==> src/hdl/ddpm_pkg.sv <==
// Shared types and constants for the differential drive PWM mixer.
package ddpm_pkg;

   // Q12 unity speed and saturating age limit
   localparam int SideLimit = 4096;
   localparam logic [15:0] AGE_MAX = 16'hFFFF;

   // Configuration register indexes
   typedef enum logic [2:0] {
      CSR_MAX_ANGULAR    = 3'd0,
      CSR_TRACK_WIDTH    = 3'd1,
      CSR_DEADBAND       = 3'd2,
      CSR_MIN_DUTY       = 3'd3,
      CSR_DUTY_CEIL      = 3'd4,
      CSR_CHANGE_EPSILON = 3'd5,
      CSR_TIMEOUT_TICKS  = 3'd6
   } csr_index_type;

   // Operands for the shared multiplier
   typedef struct packed {
      logic signed [16:0] a;
      logic signed [13:0] b;
   } mul_req_type;

endpackage

==> src/hdl/ddpm_mul.sv <==
// Shared signed multiplier with a registered product.
module ddpm_mul
   import ddpm_pkg::*;
(
   input  logic               clock,
   input  mul_req_type        mul_req,
   output logic signed [30:0] product
);

   logic signed [30:0] product_ff;
   logic signed [30:0] product_in;

   // Form the product of the selected operands
   assign product_in = 31'(mul_req.a) * 31'(mul_req.b);

   // Hold the product for the next sequencer step
   always_ff @(posedge clock) begin
      product_ff <= product_in;
   end

   assign product = product_ff;

endmodule

==> src/hdl/diff_drive_pwm_mixer_with_timeout.sv <==
// Top level: differential drive mixer, PWM duty mapping and command timeout.
// A velocity item (req_tuser 0) clamps and stores a linear speed and a yaw rate and
// arms the block; a tick item (req_tuser 1) ages the last command and, once armed,
// mixes the stored pair into left and right side speeds, maps them to 8-bit duties
// when either side moved by more than change_epsilon and performs a one-time safety
// stop once the age passes timeout_ticks. Each item gives exactly one result item
// carrying the held motor outputs and two flags in rsp_tuser. One signed multiplier is
// shared by the mix term and the two duty products under a small sequencer, so the
// block takes one item at a time: a velocity item passes ST_DONE, an unarmed tick
// ST_AGE and ST_DONE, an armed tick ST_MIX, ST_SIDES, the duty states on a rewrite,
// ST_AGE and ST_DONE, before req_tready rises again, and ST_DONE waits while the result
// register is still full. The next item is accepted while a finished result waits to be taken.
module diff_drive_pwm_mixer_with_timeout
   import ddpm_pkg::*;
(
   input  logic        clock,
   input  logic        reset,
   // Configuration write port
   input  logic        csr_we,
   input  logic [2:0]  csr_index,
   input  logic [15:0] csr_wdata,
   // Request channel
   input  logic        req_tvalid,
   output logic        req_tready,
   input  logic [31:0] req_tdata,   // [15:0] linear_speed, [31:16] angular_rate
   input  logic        req_tuser,   // 0 velocity command, 1 tick
   // Result channel
   output logic        rsp_tvalid,
   input  logic        rsp_tready,
   output logic [23:0] rsp_tdata,   // [7:0] left_duty, [8] left_forward,
                                    // [16:9] right_duty, [17] right_forward, zero pad
   output logic [1:0]  rsp_tuser    // [0] motors_rewritten, [1] timeout stop
);

   typedef enum logic [7:0] {
      ST_IDLE     = 8'b00000001,
      ST_MIX      = 8'b00000010,
      ST_SIDES    = 8'b00000100,
      ST_DUTY_L   = 8'b00001000,
      ST_DUTY_R   = 8'b00010000,
      ST_DUTY_FIN = 8'b00100000,
      ST_AGE      = 8'b01000000,
      ST_DONE     = 8'b10000000
   } state_type;

   // Configuration registers
   logic [14:0] max_angular_ff;
   logic [12:0] track_width_ff;
   logic [12:0] deadband_ff;
   logic [7:0]  min_duty_ff;
   logic [7:0]  duty_ceil_ff;
   logic [12:0] change_epsilon_ff;
   logic [15:0] timeout_ticks_ff;

   // Control state
   state_type state_ff, state_in;
   logic      armed_ff, armed_in;
   logic      stopped_ff, stopped_in;
   logic      rsp_valid_ff, rsp_valid_in;

   // Speed and motor state
   logic signed [13:0] stored_linear_ff, stored_linear_in;
   logic signed [15:0] stored_angular_ff, stored_angular_in;
   logic signed [13:0] applied_left_ff, applied_left_in;
   logic signed [13:0] applied_right_ff, applied_right_in;
   logic [15:0]        command_age_ff, command_age_in;
   logic [7:0]         held_left_duty_ff, held_left_duty_in;
   logic [7:0]         held_right_duty_ff, held_right_duty_in;
   logic               held_left_dir_ff, held_left_dir_in;
   logic               held_right_dir_ff, held_right_dir_in;

   // Working registers for one tick
   logic signed [13:0] left_ff, left_in;
   logic signed [13:0] right_ff, right_in;
   logic               rewritten_ff, rewritten_in;
   logic               stop_now_ff, stop_now_in;

   // Result register
   logic [23:0] rsp_data_ff, rsp_data_in;
   logic [1:0]  rsp_user_ff, rsp_user_in;

   // Shared multiplier
   mul_req_type        mul_req;
   logic signed [30:0] product;

   // Datapath intermediates
   logic signed [15:0] req_linear;
   logic signed [15:0] req_angular;
   logic signed [16:0] ang_ext;
   logic signed [16:0] ang_lim;
   logic signed [17:0] mix_term;
   logic signed [18:0] lin_ext;
   logic signed [18:0] term_ext;
   logic signed [13:0] mix_left;
   logic signed [13:0] mix_right;
   logic signed [14:0] delta_left;
   logic signed [14:0] delta_right;
   logic [14:0]        delta_left_mag;
   logic [14:0]        delta_right_mag;
   logic [7:0]         span;
   logic [12:0]        mag_left;
   logic [12:0]        mag_right;
   logic [7:0]         duty_calc;
   logic [15:0]        age_next;

   ddpm_mul u_mul (
      .clock   (clock),
      .mul_req (mul_req),
      .product (product)
   );

   // Clamp a mixed side speed to plus or minus one Q12 unit
   function automatic logic signed [13:0] clamp_side(input logic signed [18:0] v);
      logic signed [13:0] r;
      if (v > 19'sd4096) begin
         r = 14'sd4096;
      end else if (v < -19'sd4096) begin
         r = -14'sd4096;
      end else begin
         r = v[13:0];
      end
      return r;
   endfunction

   // Magnitude of a clamped side speed
   function automatic logic [12:0] side_mag(input logic signed [13:0] v);
      logic signed [13:0] neg;
      neg = -v;
      return v[13] ? neg[12:0] : v[12:0];
   endfunction

   assign req_linear  = req_tdata[15:0];
   assign req_angular = req_tdata[31:16];
   assign ang_ext     = {req_angular[15], req_angular};
   assign ang_lim     = signed'({2'b00, max_angular_ff});

   // Mix term is a floor shift of the registered product
   assign mix_term  = product[30:13];
   assign lin_ext   = {{5{stored_linear_ff[13]}}, stored_linear_ff};
   assign term_ext  = {mix_term[17], mix_term};
   assign mix_left  = clamp_side(lin_ext - term_ext);
   assign mix_right = clamp_side(lin_ext + term_ext);

   assign delta_left      = 15'(mix_left) - 15'(applied_left_ff);
   assign delta_right     = 15'(mix_right) - 15'(applied_right_ff);
   assign delta_left_mag  = delta_left[14] ? 15'(-delta_left) : 15'(delta_left);
   assign delta_right_mag = delta_right[14] ? 15'(-delta_right) : 15'(delta_right);

   assign span      = (duty_ceil_ff > min_duty_ff) ? (duty_ceil_ff - min_duty_ff) : 8'd0;
   assign mag_left  = side_mag(left_ff);
   assign mag_right = side_mag(right_ff);

   // Duty from the product in flight, limited to the duty ceiling
   always_comb begin
      logic [8:0] sum;
      sum = {1'b0, min_duty_ff} + {1'b0, product[19:12]};
      if (sum > {1'b0, duty_ceil_ff}) begin
         duty_calc = duty_ceil_ff;
      end else begin
         duty_calc = sum[7:0];
      end
   end

   assign age_next = (command_age_ff == AGE_MAX) ? command_age_ff : command_age_ff + 16'd1;

   // Select multiplier operands for the current step
   always_comb begin
      mul_req.a = '0;
      mul_req.b = '0;
      case (state_ff)
         ST_MIX: begin
            mul_req.a = {stored_angular_ff[15], stored_angular_ff};
            mul_req.b = signed'({1'b0, track_width_ff});
         end
         ST_DUTY_L: begin
            mul_req.a = signed'({4'b0000, mag_left});
            mul_req.b = signed'({6'b000000, span});
         end
         ST_DUTY_R: begin
            mul_req.a = signed'({4'b0000, mag_right});
            mul_req.b = signed'({6'b000000, span});
         end
         default: begin
            mul_req.a = '0;
            mul_req.b = '0;
         end
      endcase
   end

   assign req_tready = (state_ff == ST_IDLE);

   // Sequence one item through the shared multiplier
   always_comb begin
      state_in           = state_ff;
      armed_in           = armed_ff;
      stopped_in         = stopped_ff;
      stored_linear_in   = stored_linear_ff;
      stored_angular_in  = stored_angular_ff;
      applied_left_in    = applied_left_ff;
      applied_right_in   = applied_right_ff;
      command_age_in     = command_age_ff;
      held_left_duty_in  = held_left_duty_ff;
      held_right_duty_in = held_right_duty_ff;
      held_left_dir_in   = held_left_dir_ff;
      held_right_dir_in  = held_right_dir_ff;
      left_in            = left_ff;
      right_in           = right_ff;
      rewritten_in       = rewritten_ff;
      stop_now_in        = stop_now_ff;
      rsp_data_in        = rsp_data_ff;
      rsp_user_in        = rsp_user_ff;
      rsp_valid_in       = rsp_valid_ff;

      // Drop the result once taken
      if (rsp_valid_ff && rsp_tready) begin
         rsp_valid_in = 1'b0;
      end

      case (state_ff)
         ST_IDLE: begin
            if (req_tvalid) begin
               rewritten_in = 1'b0;
               stop_now_in  = 1'b0;
               if (!req_tuser) begin
                  // Velocity item: clamp and store, arm, clear the age
                  if (req_linear > 16'sd4096) begin
                     stored_linear_in = 14'sd4096;
                  end else if (req_linear < -16'sd4096) begin
                     stored_linear_in = -14'sd4096;
                  end else begin
                     stored_linear_in = req_linear[13:0];
                  end
                  if (ang_ext > ang_lim) begin
                     stored_angular_in = ang_lim[15:0];
                  end else if (ang_ext < -ang_lim) begin
                     stored_angular_in = 16'(-ang_lim);
                  end else begin
                     stored_angular_in = req_angular;
                  end
                  command_age_in = '0;
                  armed_in       = 1'b1;
                  state_in       = ST_DONE;
               end else if (armed_ff) begin
                  state_in = ST_MIX;
               end else begin
                  state_in = ST_AGE;
               end
            end
         end
         ST_MIX: begin
            state_in = ST_SIDES;
         end
         ST_SIDES: begin
            left_in  = mix_left;
            right_in = mix_right;
            if (delta_left_mag > {2'b00, change_epsilon_ff} ||
                delta_right_mag > {2'b00, change_epsilon_ff}) begin
               state_in = ST_DUTY_L;
            end else begin
               state_in = ST_AGE;
            end
         end
         ST_DUTY_L: begin
            state_in = ST_DUTY_R;
         end
         ST_DUTY_R: begin
            // Left product is ready
            if (mag_left <= deadband_ff) begin
               held_left_duty_in = '0;
            end else begin
               held_left_duty_in = duty_calc;
               held_left_dir_in  = !left_ff[13];
            end
            state_in = ST_DUTY_FIN;
         end
         ST_DUTY_FIN: begin
            // Right product is ready
            if (mag_right <= deadband_ff) begin
               held_right_duty_in = '0;
            end else begin
               held_right_duty_in = duty_calc;
               held_right_dir_in  = !right_ff[13];
            end
            applied_left_in  = left_ff;
            applied_right_in = right_ff;
            rewritten_in     = 1'b1;
            state_in         = ST_AGE;
         end
         ST_AGE: begin
            // Advance the age and stop once on timeout
            command_age_in = age_next;
            if (armed_ff && age_next > timeout_ticks_ff) begin
               if (!stopped_ff) begin
                  held_left_duty_in  = '0;
                  held_right_duty_in = '0;
                  stored_linear_in   = '0;
                  stored_angular_in  = '0;
                  applied_left_in    = '0;
                  applied_right_in   = '0;
                  stopped_in         = 1'b1;
                  stop_now_in        = 1'b1;
               end
            end else begin
               stopped_in = 1'b0;
            end
            state_in = ST_DONE;
         end
         ST_DONE: begin
            // Load the result once the output slot is free
            if (!rsp_valid_ff || rsp_tready) begin
               rsp_data_in  = {6'b000000, held_right_dir_ff, held_right_duty_ff,
                               held_left_dir_ff, held_left_duty_ff};
               rsp_user_in  = {stop_now_ff, rewritten_ff};
               rsp_valid_in = 1'b1;
               state_in     = ST_IDLE;
            end
         end
         default: begin
            state_in = ST_IDLE;
         end
      endcase
   end

   // Configuration registers
   always_ff @(posedge clock) begin
      if (reset) begin
         max_angular_ff    <= 15'd16384;
         track_width_ff    <= 13'd2048;
         deadband_ff       <= 13'd20;
         min_duty_ff       <= 8'd45;
         duty_ceil_ff      <= 8'd255;
         change_epsilon_ff <= 13'd4;
         timeout_ticks_ff  <= 16'd1000;
      end else if (csr_we) begin
         case (csr_index)
            CSR_MAX_ANGULAR:    max_angular_ff    <= csr_wdata[14:0];
            CSR_TRACK_WIDTH:    track_width_ff    <= csr_wdata[12:0];
            CSR_DEADBAND:       deadband_ff       <= csr_wdata[12:0];
            CSR_MIN_DUTY:       min_duty_ff       <= csr_wdata[7:0];
            CSR_DUTY_CEIL:      duty_ceil_ff      <= csr_wdata[7:0];
            CSR_CHANGE_EPSILON: change_epsilon_ff <= csr_wdata[12:0];
            CSR_TIMEOUT_TICKS:  timeout_ticks_ff  <= csr_wdata;
            default: ;
         endcase
      end
   end

   // Control and motor state
   always_ff @(posedge clock) begin
      if (reset) begin
         state_ff           <= ST_IDLE;
         armed_ff           <= 1'b0;
         stopped_ff         <= 1'b0;
         rsp_valid_ff       <= 1'b0;
         stored_linear_ff   <= '0;
         stored_angular_ff  <= '0;
         applied_left_ff    <= '0;
         applied_right_ff   <= '0;
         command_age_ff     <= '0;
         held_left_duty_ff  <= '0;
         held_right_duty_ff <= '0;
         held_left_dir_ff   <= 1'b0;
         held_right_dir_ff  <= 1'b0;
         rewritten_ff       <= 1'b0;
         stop_now_ff        <= 1'b0;
      end else begin
         state_ff           <= state_in;
         armed_ff           <= armed_in;
         stopped_ff         <= stopped_in;
         rsp_valid_ff       <= rsp_valid_in;
         stored_linear_ff   <= stored_linear_in;
         stored_angular_ff  <= stored_angular_in;
         applied_left_ff    <= applied_left_in;
         applied_right_ff   <= applied_right_in;
         command_age_ff     <= command_age_in;
         held_left_duty_ff  <= held_left_duty_in;
         held_right_duty_ff <= held_right_duty_in;
         held_left_dir_ff   <= held_left_dir_in;
         held_right_dir_ff  <= held_right_dir_in;
         rewritten_ff       <= rewritten_in;
         stop_now_ff        <= stop_now_in;
      end
   end

   // Working and result payload
   always_ff @(posedge clock) begin
      left_ff     <= left_in;
      right_ff    <= right_in;
      rsp_data_ff <= rsp_data_in;
      rsp_user_ff <= rsp_user_in;
   end

   assign rsp_tvalid = rsp_valid_ff;
   assign rsp_tdata  = rsp_data_ff;
   assign rsp_tuser  = rsp_user_ff;

   // A reported safety stop needs an armed block
   a_stop_armed: assert property (@(posedge clock) disable iff (reset)
      (rsp_tvalid && rsp_tuser[1]) |-> armed_ff)
      else $error("safety stop reported while not armed");

   // Applied side speeds stay within one Q12 unit
   a_applied_range: assert property (@(posedge clock) disable iff (reset)
      (applied_left_ff <= 14'sd4096) && (applied_left_ff >= -14'sd4096) &&
      (applied_right_ff <= 14'sd4096) && (applied_right_ff >= -14'sd4096))
      else $error("applied side speed out of range");

   // An accepted item holds the block busy in the next cycle
   a_busy_after_accept: assert property (@(posedge clock) disable iff (reset)
      (req_tvalid && req_tready) |=> !req_tready)
      else $error("ready after accepting an item");

endmodule
==> config.mk <==
export PLATFORM = sky130hd
export DESIGN_NAME = diff_drive_pwm_mixer_with_timeout
export DESIGN_NICKNAME = d
export VERILOG_FILES = /design/src/hdl/ddpm_pkg.sv /design/src/hdl/ddpm_mul.sv /design/src/hdl/diff_drive_pwm_mixer_with_timeout.sv
export SDC_FILE = /design/constraint.sdc
export NUM_CORES = 2
export LEC_CHECK = 0
export ABC_CLOCK_PERIOD_IN_PS = 10650
export BUFFER_PORTS_ARGS = -buffer_cell sky130_fd_sc_hd__buf_2
export CORE_AREA = 2 2 208 210
export DETAILED_ROUTE_END_ITERATION = 8
export DIE_AREA = 0 0 210 212
export MAX_ROUTING_LAYER = met4
export PLACE_DENSITY = 0.82
export SLEW_MARGIN = 20
export SYNTH_ARGS = -nofsm -noshare
export SYNTH_HDL_FRONTEND = slang
export SYNTH_HIERARCHICAL = 1
export SYNTH_SLANG_ARGS = --single-unit
==> constraint.sdc <==
create_clock -name clock -period 10.65 [get_ports clock]
set_input_delay 2.13 -clock clock [delete_from_list [all_inputs] [get_ports clock]]
set_output_delay 2.13 -clock clock [all_outputs]
set_load 0.005 [all_outputs]
# Word-level counts from Yosys, hierarchy flattened
# Index checks and enable logic that the tools add are counted.
# W data, S select, Z words.
# word_totals
register_bits	270
latch_bits	0
mem_bits_rw	0
rom_bits	0
in_bits	57
word_cells	160
mem_count	0
# classes
n_addsub	12
multipliers	1
div	0
n_lt_le_gt_ge	15
n_eq_ne	20
shift	0
n_mux	52
bitwise_logic	3
reduce_logical	30
# op_table
cell	n
$mux W16	9
$mux W14	10
$pmux W31 S3	1
$pmux W14 S2	3
$mux W8	9
$pmux W16 S2	2
$pmux W8 S8	1
$gt A19 B14 Y1 const B	2
$lt A19 B13 Y1 const B	2
$gt A16 B16 Y1	2
$pmux W8 S2	2
$mul A17 B14 Y31	1
$gt A15 B13 Y1	2
$mux W15	2
$neg A15 Y15	2
$sub A14 B14 Y15	2
$le A13 B13 Y1	2
$mux W13	2
$neg A13 Y13	2
$reduce_and A2 Y1	12
$add A14 B18 Y19	1
$sub A14 B18 Y19	1
$lt A16 B17 Y1	1
$neg A15 Y17	1
32 further kinds	59

# Longest topological paths before layout
# logic_depth
word_depth	11
mapped_depth	39
ltp_nobuf	37

# By module
# Netlist, hierarchy kept.
# by_module_without_submodules
mod	n_inst	cells_each	area_each_um2	seq_area_each_um2
diff_drive_pwm_mixer_with_timeout	1	2132	17478.0	5265.0
ddpm_mul	1	1036	9606.7	620.6

# Worst setup path after synthesis
# No wires, ideal clock.
# synth_path
path_kind	reg-to-reg
start	register duty_ceil_ff[0]
end	register u_mul.product_ff[28], in the netlist u_mul/product[28]
setup_time_ps	60
arrival_ps	7689
path_slack_ps	2901
stages_incl_launch_ff	33
path_cell_list	dfxtp_1 inv_1 ha_1 inv_1 fa_1 a21o_1 a21o_1 a21o_1 a21oi_1 o21bai_1 a21oi_1 nor2_1 a22o_1 clkbuf_1 and2_1 fa_1 inv_1 fa_1 inv_1 fa_1 fa_1 fa_1 inv_1 fa_1 inv_1 ha_1 a211o_1 a21o_1 a2bb2oi_2 a41o_1 a211o_1 a211o_1 nand3_2
# synth_rtl
element	line_no	text
from (decl)	diff_drive_pwm_mixer_with_timeout.sv:51	logic [7:0] duty_ceil_ff;
from (signal assigned)	diff_drive_pwm_mixer_with_timeout.sv:340	CSR_DUTY_CEIL: duty_ceil_ff <= csr_wdata[7:0];
to (signal assigned)	ddpm_mul.sv:18	product_ff <= product_in;
to (decl)	ddpm_mul.sv:10	logic signed [30:0] product_ff;

==> impl_metrics.py <==
metrics = {
    "status": {
        "status": "finished, final reports clean",
    },
    "detailed_routing": {
        "wl_per_cell_um": 20.11,
        "via_per_inst": 6.092,
        "drc": 0,
        "vias": 22690,
        "firstDrtPassIters": 5,
        "wirelength_um": 74880,
        "drt.antenna.violating_nets": 0,
        "drt_iter0_drc": 2004,
    },
    "setup_path": {
        "cpPeakStageDelay_ns": 0.89,
        "r2r_end": "u_mul/product[29]",
        "cp_slowest_cell": "fa_1",
        "rrSetupSlack_ns": 2.11,
        "cp_data_required_time_ns": 11.12,
        "worst-path-max-fanout": 17,
        "r2r-start": "state_ff[0]",
        "path_class": "flip-flop to flip-flop",
        "reg2regPathDepth": 23,
        "crit_chain": "nor4_1 -> and2_1 -> and3b_1 -> o22ai_1 -> nor2_1 -> a22o_1 -> nand2_1 -> fa_1 -> fa_1 -> inv_1 -> fa_1 -> fa_1 -> fa_1 -> inv_1 -> fa_1 -> inv_1 -> ha_1 -> a21o_1 -> a21o_1 -> a21o_1 -> a21oi_1 -> a211oi_1 -> a311oi_1",
        "critPathCaptureType": "flip-flop",
        "cpMostUsedCell": "fa_1",
        "crit_path_start_kind": "flip-flop",
        "cp_data_arrival_time_ns": 9.00,
    },
    "synth": {
        "netlist_area_um2": 26760,
        "syn_avg_cell_area_um2": 8.510,
        "yosys_warnings": 6,
        "syn-instance-count": 3144,
    },
    "cells_and_area": {
        "diodes": 0,
        "drive_gt1_share_pct": 6.104,
        "syn_to_final_growth_pct": 6.734,
        "layout_common_cells": "inv_1 (443), nand2_1 (380), ha_1 (266), fa_1 (237), dfxtp_1 (210)",
        "nFillCells": 3405,
        "final_common_cell": "inv_1",
        "stdcell_count": 3724,
        "final_nets": 3715,
    },
    "pwr": {
        "power_uw": 2775,
        "powerDensity_nw_per_um2": 97.16,
        "peakVddDrop_mv": 0.1191,
        "p_leak_uw": 0.01305,
    },
    "worst_hold_path": {
        "hold_path_end": "rsp_tuser[1]",
        "min_path_type": "flip-flop to flip-flop",
        "holdPathStages": 0,
        "worstHoldStart": "stop_now_ff",
    },
    "timing": {
        "min_period_ns": 8.539,
        "min_period_over_period_pct": 80.18,
        "rsz0062_at_grt": "no",
        "worst_slack_ns": 2.111,
        "slew_headroom_pct": 23.90,
        "slew_viol_final": 0,
        "max_freq_ghz": 0.1171,
        "finalSetupViolations": 0,
        "clock_skew_ns": 0.01969,
        "finalHoldViolations": 0,
        "setup_tns_ns": 0,
        "worst_pin_slew_ns": 1.137,
    },
    "clock_network": {
        "cts_hold_buf": 0,
        "clockRootBuffer": "clkbuf_16",
        "clock_path_buffers": 3,
        "htreeDepth": 1,
        "clk_latency_ns": 0.59,
        "cts_tree": "built",
        "cts_sinks": 258,
        "cts_resized": 0,
        "clkTransAtPathRegs_ns": 0.06,
        "cts_buffers": 29,
        "post-cts-setup-buffers": 0,
    },
    "floorplan": {
        "start_util_pct": 62.95,
        "core_um2": 42510,
        "io_pins": 85,
        "dieArea_um2": 44520,
        "die_x_um": 210,
        "std_cell_rows": 76,
        "die_height_um": 212,
    },
    "global_route": {
        "antenna_found_initial": 0,
        "globalRouteOverflowTotal": 0,
        "grt_pass1_vias": 22590,
        "grt_start_max_net_pins": 62,
        "grtUsageTotal_pct": 34.87,
        "grt_pass1_wl_um": 119100,
    },
    "placed_design": {
        "dp.cells": 3670,
        "portBuffers": 78,
        "place.gp.congestion": 0.9912,
        "place_hpwl_um": 59070,
        "dp_slack_ns": 2.186,
    },
    "flow_run": {
        "drv_cap": 0,
    },
}
## state kept, by name (all words and copies together), names as in the netlist, 13 cells and up
name / cells
applied_left_ff: 14
applied_right_ff: 14
change_epsilon_ff: 13
command_age_ff: 16
deadband_ff: 13
left_ff: 14
max_angular_ff: 15
right_ff: 14
rsp_tdata: 18
stored_angular_ff: 16
stored_linear_ff: 14
timeout_ticks_ff: 16
track_width_ff: 13
u_mul/product: 19
## power breakdown
| part | internal [uW] | switching (uW) | total [uW] |
|---|---|---|---|
| registers | 1010 | 21.4 | 1040 |
| clock network | 644 | 435 | 1080 |
| logic | 263 | 398 | 661 |
| total | 1920 | 854 | 2770 |
## worst max path at each step
stage	start	end	slack (ns)	cells past startpoint
after floorplan	duty_ceil_ff[0]	u_mul/product[28]	2.93	32
after global placement	state_ff[0]	u_mul/product[29]	2.28	23
after detailed placement	state_ff[0]	u_mul/product[29]	2.19	23
after CTS	state_ff[0]	u_mul/product[29]	2.16	23
after global routing	state_ff[0]	u_mul/product[29]	1.45	23
final	state_ff[0]	u_mul/product[29]	2.11	23
## per-layer routing
| layer | wire length, um | track usage (%) | share of wire, % | vias to the layer above |
|---|---|---|---|---|
| met5 | 0 | - | 0 | - |
| met4 | 3797 | 15.38 | 5.1 | 0 |
| met3 | 5739 | 4.668 | 7.7 | 184 |
| met2 | 34450 | 55.70 | 46 | 916 |
| met1 | 30890 | 44.71 | 41 | 11030 |
| li1 | - | - | - | 10560 |
## worst max-delay path, delay by kind of cell (launching register included)
family / cells / cell delay, ns
buf+inv: 3 / 0.36
fa+ha+maj: 7 / 3.91
flops: 1 / 0.34
simple gates: 5 / 1.82
compound gates: 8 / 1.96
## through the flow
step	util [%]	hold slack (ns)	cell area (um2)
4_1_cts	67.13	0.4367	28540
3_5_place_dp	64.73	0.4191	27510
6_report	67.18	0.4403	28560
3_3_place_gp	64.73	0.4171	27510
5_1_grt	67.18	0.4418	28560
2_1_floorplan	-	0.4080	26800
## final cells by class
cell class | count | area (um2) | share of cell area (%)
multi-input cells | 2325 | 19020 | 66.60
flip-flops and latches | 258 | 5645 | 19.77
inverters | 448 | 1682 | 5.889
clock buffers | 40 | 828.3 | 2.900
well taps | 546 | 683.2 | 2.392
repair buffers | 93 | 505.5 | 1.770
clock inverters | 14 | 193.9 | 0.6791
Power figures use the tool's default switching activity.
